[src/rtl/assert_macros.svh]
// Assertion macros used by the RTL of the stream hasher unit.
`ifndef ASSERT_MACROS_SVH
`define ASSERT_MACROS_SVH

// Checks prop at every rising clk edge while out of reset.
`define CHK_CLK(label, prop, msg) \
	label: assert property (@(posedge clk) disable iff (!arst_n) (prop)) else $error(msg);

// Checks that trig is followed in the next cycle by res.
`define CHK_NEXT(label, trig, res, msg) \
	label: assert property (@(posedge clk) disable iff (!arst_n) (trig) |=> (res)) \
		else $error(msg);

`endif

[src/rtl/shs_pkg.sv]
// Package with the SHA-256 constants, round functions and state codes.
`timescale 1ns / 1ps
`default_nettype none
package shs_pkg;

	typedef enum logic [3:0] {
		ST_IDLE = 4'b0001,
		ST_PAD  = 4'b0010,
		ST_COMP = 4'b0100,
		ST_OUT  = 4'b1000
	} state_t;

	localparam logic [7:0] PAD_BYTE = 8'h80;
	localparam logic [7:0] LAST_CNT = 8'd130;

	function automatic logic [31:0] init_h(input logic [2:0] i);
		logic [31:0] v;
		unique case (i)
			3'd0: v = 32'h6a09e667;
			3'd1: v = 32'hbb67ae85;
			3'd2: v = 32'h3c6ef372;
			3'd3: v = 32'ha54ff53a;
			3'd4: v = 32'h510e527f;
			3'd5: v = 32'h9b05688c;
			3'd6: v = 32'h1f83d9ab;
			default: v = 32'h5be0cd19;
		endcase
		return v;
	endfunction

	function automatic logic [31:0] round_k(input logic [5:0] i);
		logic [31:0] tbl [64];
		tbl = '{
			32'h428a2f98, 32'h71374491, 32'hb5c0fbcf, 32'he9b5dba5,
			32'h3956c25b, 32'h59f111f1, 32'h923f82a4, 32'hab1c5ed5,
			32'hd807aa98, 32'h12835b01, 32'h243185be, 32'h550c7dc3,
			32'h72be5d74, 32'h80deb1fe, 32'h9bdc06a7, 32'hc19bf174,
			32'he49b69c1, 32'hefbe4786, 32'h0fc19dc6, 32'h240ca1cc,
			32'h2de92c6f, 32'h4a7484aa, 32'h5cb0a9dc, 32'h76f988da,
			32'h983e5152, 32'ha831c66d, 32'hb00327c8, 32'hbf597fc7,
			32'hc6e00bf3, 32'hd5a79147, 32'h06ca6351, 32'h14292967,
			32'h27b70a85, 32'h2e1b2138, 32'h4d2c6dfc, 32'h53380d13,
			32'h650a7354, 32'h766a0abb, 32'h81c2c92e, 32'h92722c85,
			32'ha2bfe8a1, 32'ha81a664b, 32'hc24b8b70, 32'hc76c51a3,
			32'hd192e819, 32'hd6990624, 32'hf40e3585, 32'h106aa070,
			32'h19a4c116, 32'h1e376c08, 32'h2748774c, 32'h34b0bcb5,
			32'h391c0cb3, 32'h4ed8aa4a, 32'h5b9cca4f, 32'h682e6ff3,
			32'h748f82ee, 32'h78a5636f, 32'h84c87814, 32'h8cc70208,
			32'h90befffa, 32'ha4506ceb, 32'hbef9a3f7, 32'hc67178f2};
		return tbl[i];
	endfunction

	function automatic logic [31:0] rotr(input logic [31:0] x, input int n);
		logic [63:0] d;
		d = {x, x} >> n;
		return d[31:0];
	endfunction

	function automatic logic [31:0] sig0(input logic [31:0] x);
		return rotr(x, 7) ^ rotr(x, 18) ^ (x >> 3);
	endfunction

	function automatic logic [31:0] sig1(input logic [31:0] x);
		return rotr(x, 17) ^ rotr(x, 19) ^ (x >> 10);
	endfunction

	function automatic logic [31:0] bsig0(input logic [31:0] x);
		return rotr(x, 2) ^ rotr(x, 13) ^ rotr(x, 22);
	endfunction

	function automatic logic [31:0] bsig1(input logic [31:0] x);
		return rotr(x, 6) ^ rotr(x, 11) ^ rotr(x, 25);
	endfunction

endpackage
`default_nettype wire

[src/rtl/sha256_stream_hasher_unit.sv]
// Top level of the byte-stream SHA-256 hasher with its schedule memory.
//
// Channel | Direction | Payload                                  | Handshake
// input   | in        | message_byte, has_byte, end_of_message   | in_valid / in_stall
// output  | out       | digest_word, word_index, last_word       | out_valid / out_stall
//
// A data byte is taken while the unit is idle; every 64th byte starts a compression.
// Each round reads its four schedule words as two pairs on the two read ports.
// A closing item adds 1 to 16 padding words (16 more and a second compression when
// the length does not fit), one or two compressions, then 8 words.
// Reset (arst_n low) restores the initial hash values and clears the counters.
// out_stall holds the current digest word; in_stall is high whenever the unit is busy.
`timescale 1ns / 1ps
`default_nettype none
`include "assert_macros.svh"
module sha256_stream_hasher_unit (
	input  wire logic        clk,
	input  wire logic        arst_n,
	input  wire logic        in_valid,
	output logic             in_stall,
	input  wire logic [7:0]  message_byte,
	input  wire logic        has_byte,
	input  wire logic        end_of_message,
	output logic             out_valid,
	input  wire logic        out_stall,
	output logic [31:0]      digest_word,
	output logic [2:0]       word_index,
	output logic             last_word
);
	import shs_pkg::*;

	// The sixteen 32-bit message and schedule words live in one memory with two
	// registered read ports and one write port.
	logic [31:0] wmem [16];
	logic [3:0]  ra0, ra1, wa;
	logic [31:0] wd;
	logic        we;
	logic [31:0] rd0_q, rd1_q;

	state_t      state_q, after_q;
	logic [31:0] h_q [8];
	logic [31:0] v_q [8];
	logic [31:0] acc_q;
	logic [5:0]  fill_q;
	logic [60:0] total_q;
	logic [7:0]  cnt_q;
	logic [3:0]  ptr_q;
	logic        marked_q, lenfit_q;
	logic [2:0]  idx_q;
	logic [31:0] w2_q, w7_q, w_q;

	logic        take;
	logic [5:0]  fill_nx;
	logic [5:0]  rnd, rnd_m1;
	logic [31:0] w_new, pad_word, t1, t2;
	logic [63:0] bit_len;

	assign in_stall    = (state_q != ST_IDLE);
	assign take        = in_valid && !in_stall;
	assign fill_nx     = fill_q + 6'd1;
	assign out_valid   = (state_q == ST_OUT);
	assign digest_word = h_q[idx_q];
	assign word_index  = idx_q;
	assign last_word   = (idx_q == 3'd7);
	assign bit_len     = {total_q, 3'b000};

	// Round numbering follows the cycle counter: reads for round r are issued at
	// counts 2r and 2r+1, the schedule word is formed at 2r+2, the round at 2r+3.
	assign rnd    = cnt_q[6:1];
	assign rnd_m1 = rnd - 6'd1;

	// Word written during padding: the first holds the leftover bytes and the
	// marker, the length goes in the last two words of the final block.
	always_comb begin
		pad_word = '0;
		if (!marked_q) begin
			unique case (fill_q[1:0])
				2'd0: pad_word = {PAD_BYTE, 24'h0};
				2'd1: pad_word = {acc_q[7:0], PAD_BYTE, 16'h0};
				2'd2: pad_word = {acc_q[15:0], PAD_BYTE, 8'h0};
				default: pad_word = {acc_q[23:0], PAD_BYTE};
			endcase
		end else if (lenfit_q && ptr_q == 4'd14) begin
			pad_word = bit_len[63:32];
		end else if (lenfit_q && ptr_q == 4'd15) begin
			pad_word = bit_len[31:0];
		end
	end

	// Schedule word from the second read pair (w15 on port 0, w16 on port 1).
	always_comb begin
		if (rnd_m1[5:4] == 2'b00) begin
			w_new = rd1_q;
		end else begin
			w_new = sig1(w2_q) + w7_q + sig0(rd0_q) + rd1_q;
		end
	end

	assign t1 = v_q[7] + bsig1(v_q[4]) + ((v_q[4] & v_q[5]) ^ (~v_q[4] & v_q[6]))
		+ round_k(rnd_m1) + w_q;
	assign t2 = bsig0(v_q[0]) + ((v_q[0] & v_q[1]) ^ (v_q[0] & v_q[2]) ^ (v_q[1] & v_q[2]));

	// Memory port control.
	always_comb begin
		we  = 1'b0;
		wa  = '0;
		wd  = '0;
		ra0 = '0;
		ra1 = '0;
		unique case (state_q)
			ST_IDLE: begin
				we = take && has_byte && (fill_q[1:0] == 2'd3);
				wa = fill_q[5:2];
				wd = {acc_q[23:0], message_byte};
			end
			ST_PAD: begin
				we = 1'b1;
				wa = ptr_q;
				wd = pad_word;
			end
			ST_COMP: begin
				if (!cnt_q[0]) begin
					ra0 = rnd[3:0] - 4'd2;
					ra1 = rnd[3:0] - 4'd7;
				end else begin
					ra0 = rnd[3:0] + 4'd1;
					ra1 = rnd[3:0];
				end
				we = !cnt_q[0] && cnt_q >= 8'd2 && cnt_q <= 8'd128;
				wa = rnd_m1[3:0];
				wd = w_new;
			end
			default: begin
				we = 1'b0;
			end
		endcase
	end

	always_ff @(posedge clk) begin
		if (we) begin
			wmem[wa] <= wd;
		end
		rd0_q <= wmem[ra0];
		rd1_q <= wmem[ra1];
	end

	// Datapath registers that need no reset.
	always_ff @(posedge clk) begin
		if (state_q == ST_COMP) begin
			if (cnt_q[0]) begin
				w2_q <= rd0_q;
				w7_q <= rd1_q;
			end
			if (!cnt_q[0] && cnt_q >= 8'd2) begin
				w_q <= w_new;
			end
			if (cnt_q == 8'd0) begin
				for (int i = 0; i < 8; i++) begin
					v_q[i] <= h_q[i];
				end
			end else if (cnt_q[0] && cnt_q >= 8'd3) begin
				v_q[7] <= v_q[6];
				v_q[6] <= v_q[5];
				v_q[5] <= v_q[4];
				v_q[4] <= v_q[3] + t1;
				v_q[3] <= v_q[2];
				v_q[2] <= v_q[1];
				v_q[1] <= v_q[0];
				v_q[0] <= t1 + t2;
			end
		end
		if (take && has_byte) begin
			acc_q <= {acc_q[23:0], message_byte};
		end
	end

	// Control state and chaining value.
	always_ff @(posedge clk or negedge arst_n) begin
		if (!arst_n) begin
			state_q  <= ST_IDLE;
			after_q  <= ST_IDLE;
			fill_q   <= '0;
			total_q  <= '0;
			cnt_q    <= '0;
			ptr_q    <= '0;
			marked_q <= 1'b0;
			lenfit_q <= 1'b0;
			idx_q    <= '0;
			for (int i = 0; i < 8; i++) begin
				h_q[i] <= init_h(3'(i));
			end
		end else begin
			unique case (state_q)
				ST_IDLE: begin
					if (take) begin
						if (has_byte) begin
							fill_q  <= fill_nx;
							total_q <= total_q + 61'd1;
						end
						if (has_byte && fill_q == 6'd63) begin
							// A full block compresses first; a closing item pads afterwards.
							state_q  <= ST_COMP;
							cnt_q    <= '0;
							after_q  <= end_of_message ? ST_PAD : ST_IDLE;
							ptr_q    <= '0;
							marked_q <= 1'b0;
							lenfit_q <= 1'b1;
						end else if (end_of_message) begin
							state_q  <= ST_PAD;
							ptr_q    <= has_byte ? fill_nx[5:2] : fill_q[5:2];
							marked_q <= 1'b0;
							lenfit_q <= has_byte ? (fill_nx <= 6'd55) : (fill_q <= 6'd55);
						end
					end
				end
				ST_PAD: begin
					marked_q <= 1'b1;
					ptr_q    <= ptr_q + 4'd1;
					if (ptr_q == 4'd15) begin
						state_q <= ST_COMP;
						cnt_q   <= '0;
						// Without room for the length, a second all-padding block follows.
						after_q <= lenfit_q ? ST_OUT : ST_PAD;
						lenfit_q <= 1'b1;
					end
				end
				ST_COMP: begin
					cnt_q <= cnt_q + 8'd1;
					if (cnt_q == LAST_CNT) begin
						for (int i = 0; i < 8; i++) begin
							h_q[i] <= h_q[i] + v_q[i];
						end
						state_q <= after_q;
						fill_q  <= '0;
						idx_q   <= '0;
					end
				end
				default: begin
					if (!out_stall) begin
						idx_q <= idx_q + 3'd1;
						if (idx_q == 3'd7) begin
							state_q <= ST_IDLE;
							fill_q  <= '0;
							total_q <= '0;
							for (int i = 0; i < 8; i++) begin
								h_q[i] <= init_h(3'(i));
							end
						end
					end
				end
			endcase
		end
	end

	`CHK_CLK(a_no_overlap, !(out_valid && !in_stall), "input accepted while digest pending")
	`CHK_CLK(a_cnt_range, !(state_q == ST_COMP && cnt_q > LAST_CNT), "round counter overrun")
	`CHK_NEXT(a_last_done, out_valid && last_word && !out_stall, !out_valid && !in_stall,
		"unit did not return to idle after last word")

endmodule
`default_nettype wire

[config.mk]
export PLATFORM = sky130hd
export DESIGN_NAME = sha256_stream_hasher_unit
export DESIGN_NICKNAME = d
export VERILOG_FILES = /design/src/rtl/shs_pkg.sv /design/src/rtl/sha256_stream_hasher_unit.sv
export VERILOG_INCLUDE_DIRS = /design/src /design/src/rtl
export SDC_FILE = /design/constraint.sdc
export NUM_CORES = 2
export LEC_CHECK = 0
export BUFFER_PORTS_ARGS = -buffer_cell sky130_fd_sc_hd__buf_2
export CAP_MARGIN = 15
export CORE_UTILIZATION = 55
export CTS_CLUSTER_DIAMETER = 100
export DETAILED_ROUTE_END_ITERATION = 8
export PLACE_DENSITY = 0.82
export SYNTH_ARGS = -nofsm -noshare
export SYNTH_HDL_FRONTEND = slang
export SYNTH_SLANG_ARGS = --single-unit
[constraint.sdc]
create_clock -name clk -period 15.5 [get_ports clk]
set_input_delay 0.775 -clock clk [delete_from_list [all_inputs] [get_ports clk]]
set_output_delay 0.775 -clock clk [all_outputs]
set_load 0.005 [all_outputs]
# Yosys cells after proc, flatten, opt, wreduce, memory -nomap -nowiden
# Memories as Yosys holds them, arrays and structs flattened. A register that Yosys moved wholly into a read port is not among the register bits.
# Index checks and enable logic that the tools add are counted.
# totals
reg_bits	468
latchBits	0
ram_bits	768
romBits	2048
in_bits	14
output_inout_bits	38
word_cells	229
mem_count	3
# memory_table
memory	words	width	rd	rd_ports_with_merged_regs	wr	line	text
(no name shown)	64	32	1	0	0	shs_pkg.sv:50	return tbl[i];
wmem	16	32	2	2	1	sha256_stream_hasher_unit.sv:34	logic [31:0] wmem [16];
v_q	8	32	8	0	8	sha256_stream_hasher_unit.sv:42	logic [31:0] v_q [8];
# op_classes
n_addsub	27
mul	0
div	0
order_cmp	7
eq_ne	23
n_shift	0
n_mux	85
bitwise	30
n_reduce_logical	33
# ops
operator	n
256-bit 2-to-1 mux	3
32-bit adder	18
32-bit 2-to-1 mux	16
256-bit one-hot mux with 2 select lines	1
32-bit bitwise XOR	9
61-bit 2-to-1 mux	4
32-bit one-hot mux with 3 select lines	2
32-bit bitwise AND	5
61-bit one-hot mux with 2 select lines	1
32-bit binary-select mux with 3-bit select	1
4-bit 2-to-1 mux	19
61-bit by 1-bit adder with 61-bit output (second input constant)	1
32-bit NOT	1
32-bit by 22-bit bitwise XOR with 32-bit output	1
32-bit by 29-bit bitwise XOR with 32-bit output	1
6-bit 2-to-1 mux	5
8-bit 2-to-1 mux	3
4-bit one-hot mux with 3 select lines	2
8-bit one-hot mux with 3 select lines	1
6-bit one-hot mux with 3 select lines	1
1-bit 2-to-1 mux	17
8-bit by 2-bit >= comparator with 1-bit output (second input constant)	2
4-bit one-hot mux with 2 select lines	2
4-bit AND reduction	4
46 further kinds	85

# Longest topological paths before layout
# depth
ltp_word	9
mapped_depth	44
ltp_nobuf	38

# Worst setup path before layout
# No wires, ideal clock.
# synth_path
path_kind	reg-to-reg
startpoint	register state_q[3]
endpoint	memory v_q[0][0] (enable)
setup_time_ns	0.962
t_arrival_ns	14.143
required_time_ns	14.538
slack_ns	0.395
path_stages_with_launch	9
n_path_buf	4
period_less_slack_ns	15.105
path_cell_list	dfrtp_1 > buf_2 > nor3_1 > and2_1 > clkbuf_1 > clkbuf_1 > clkbuf_1 > nand2_1 > o22ai_1
# synth_lines
item	line	text
start, declared	sha256_stream_hasher_unit.sv:40	state_t state_q, after_q;
start signal, assigned	sha256_stream_hasher_unit.sv:233	state_q <= after_q;
end, declared	sha256_stream_hasher_unit.sv:42	

==> run metrics <==
nets 8547; register area share after synthesis 43.2%; DRC 0; status finished, violations left; Final GP Congestion 1.02; root buffer selected by CTS clkbuf_16; CP Class register to register; htree depth 4; Final Hold Fails 0; Worst Path Max Fanout 43; placed cell areas 0.0877 sq mm; mux cell area share after synthesis 9.63%; CTS tree yes; Slew @ Worst Pin 1480 ps; die height 396 microns; Synth Net Count 8638; Routed Antenna Nets 0; busiest grt layer met2; routing usage on met2 59.0%; postcts setup bufs 0; first-pass GRT wire length 423000 microns; I/O pins 52; final instance area 0.0929 sq mm; Area growth syn-to-layout 9.04%; Post-Route Setup TNS 0 ps; crit path DAT 11500 ps; Post-Syn Area 0.0852 sq mm; GR Util met1 44.3%; met3 Use GR 6.52%; Via density 6.68; flops & latches, synth 1299; max incr delay on CP 680 ps; Clock Sinks 1299; Post-Synthesis Cells 8022; cell repeated most along the worst path o21ai_0; total gr overflow 0; Max Buffers Root-to-Sink 3; failing checks capacitance limit; Via Count 67500; adder-cell share of the synthesized area 10.6%; row count 144; EDFF count, synth 888; Detailed Route Iter0 Violations 7701; post-synthesis compound-gate area fraction 14.3%; HPWL Detailed 198000 microns; worst min path class input pin to async pin; Final setup viols 0; Post-CTS Resized 0; max capacitance violation total 1; Synth cell types 102; largest family of logic cells by synthesized area compound AO/OA/AOI/OAI gates; most common cell after layout, fill and taps aside nand2_1; RSZ-0062 raised after global routing no; hold_buf cts 0; antenna violations before repair 9; total CTS buffers 148; clk slew on worst S/H paths 60 ps; core area 0.154 sq mm; XOR/XNOR Fraction of Synth Area 6.71%; Slowest-stage cell, CP dfrtp_1; Worst Path Required 16030 ps; minimum clock period 10970 ps; fin util 60.4%; non-filler instance count after layout 10100; placed cells 9822; commonest cells after routing, fill and taps aside nand2_1 (1202), edfxtp_1 (888), a21oi_1 (504); ratio of cells with drive above 1 in the final layout 12.7%; DRT Pass-1 Iters 9; simple-gate share of the synthesized area 11.8%; Port Buffers 51; Die X 396 microns; wirelength, routed 287000 microns; latest clock arrival within the worst-skew pair 830 ps; Slew HR 0.0485%; Synth Area per Inst 10.6 sq um; pin count of the biggest net entering global routing 141; fmax 0.0912 GHz; Initial Util 55.4%; vias in the first global route 66600; max-slew violations 0; die area 0.157 sq mm; drt wl/cell 28.4 microns; crit start category register; period utilization 70.8%; synth warn 0; all-layer global routing usage 36.1%; FFs w/ async S/R, synth 26.7%; top_reg_cell synth edfxtp_1; final setup skew 85.9 ps; Crit. End Element register
[cell type report]
| class | instances | area (sq um) |
|---|---|---|
| well taps | 2044 | 2560 |
| clock buffers | 202 | 4140 |
| flip-flops and latches | 1299 | 36800 |
| diodes | 3 | 7.51 |
| clock inverters | 75 | 1040 |
| repair buffers | 172 | 1270 |
| inverters | 425 | 1600 |
| multi-input cells | 5885 | 45500 |
| fillers | 12000 | 61000 |
[kinds of logic after synthesis]
| kind of cell | Yosys count |
|---|---|
| adder cells (fa/ha/maj) | 605 |
| multiplexers | 409 |
| XOR/XNOR | 652 |
| flip-flops | 1299 |
| AND/OR/NAND/NOR | 2308 |
| AO/OA/AOI/OAI | 1911 |
| buffers and inverters | 838 |
[stage by stage]
| stage | setup slack [ps] | hold WS, ps |
|---|---|---|
| 2_1_floorplan | 395 | 408 |
| 3_3_place_gp | 4850 | 419 |
| 3_5_place_dp | 4650 | 438 |
| 4_1_cts | 4630 | 56.6 |
| 5_1_grt | 3920 | 57.8 |
| 6_report | 4530 | 45.9 |
[Yosys cell counts (37+ instances only)]
cell / n / area [sq um]
a31oi_1: 111 / 694
buf_1: 45 / 169
mux4_2: 323 / 7270
nor2_1: 494 / 1850
dfstp_2: 138 / 3630
xor2_1: 303 / 2650
inv_1: 421 / 1580
nand2b_1: 55 / 344
and2_1: 89 / 557
a21o_1: 207 / 1550
nand3_1: 129 / 646
o211ai_1: 43 / 323
nor3_1: 87 / 435
edfxtp_1: 888 / 26700
nand2_1: 1208 / 4530
ha_1: 407 / 5090
xnor2_1: 348 / 3050
clkbuf_1: 329 / 1230
a22oi_1: 41 / 308
o21a_1: 56 / 420
fa_1: 195 / 3900
dfrtp_1: 209 / 5230
a211oi_1: 136 / 1020
nor2b_1: 37 / 231
and3_1: 56 / 350
o21ai_0: 462 / 2310
mux2_2: 59 / 664
dfxtp_1: 64 / 1280
a21oi_1: 506 / 2530
o21bai_1: 45 / 338
[worst paths after layout]
check                                startpoint                    to  slack, ps  depth (start not counted)
setup reg to reg           cnt_q[3]$_DFFE_PN0P_  v_q[1][29]$_DFFE_PP_       4530                         35
hold / removal                           arst_n  h_q[222]$_DFFE_PN0P_         50                          1
max in group asynchronous                arst_n   h_q[72]$_DFFE_PN0P_      13050                          3
hold reg to reg               rd1_q[25]$_DFF_P_    w7_q[25]$_DFFE_PP_        480                          0
min in group clk                message_byte[0]    acc_q[0]$_DFFE_PP_        150                          1
setup / recovery           cnt_q[3]$_DFFE_PN0P_  v_q[1][29]$_DFFE_PP_       4530                         35
[routing by layer]
layer  wire length, microns  vias up
li1                       -    28900
met1                 102000    33200
met2                 136000     4373
met3                  27600      951
met4                  21200        2
met5                     13        -
[registers in the layout (all words and copies together), names as in the netlist, 4 cells and up]
name     flops
w7_q        32
fill_q       6
wmem       512
acc_q       24
rd0_q       32
state_q      4
total_q     61
w2_q        32
w_q         32
cnt_q        8
v_q        256
h_q        256
ptr_q        4
rd1_q       32
[worst max-delay path: cells and delay by family, from the launching register on]
kind            cells  cell delay (ps)
buf+inv             6             1570
simple gates        4             1390
flops               1              680
fa+ha+maj           6             2390
compound gates     16             4030
xor+xnor            3              570
Power is left out: the tool's default activity adds up to more than one toggle a clock period on the data nets, which glitch-free logic cannot reach.
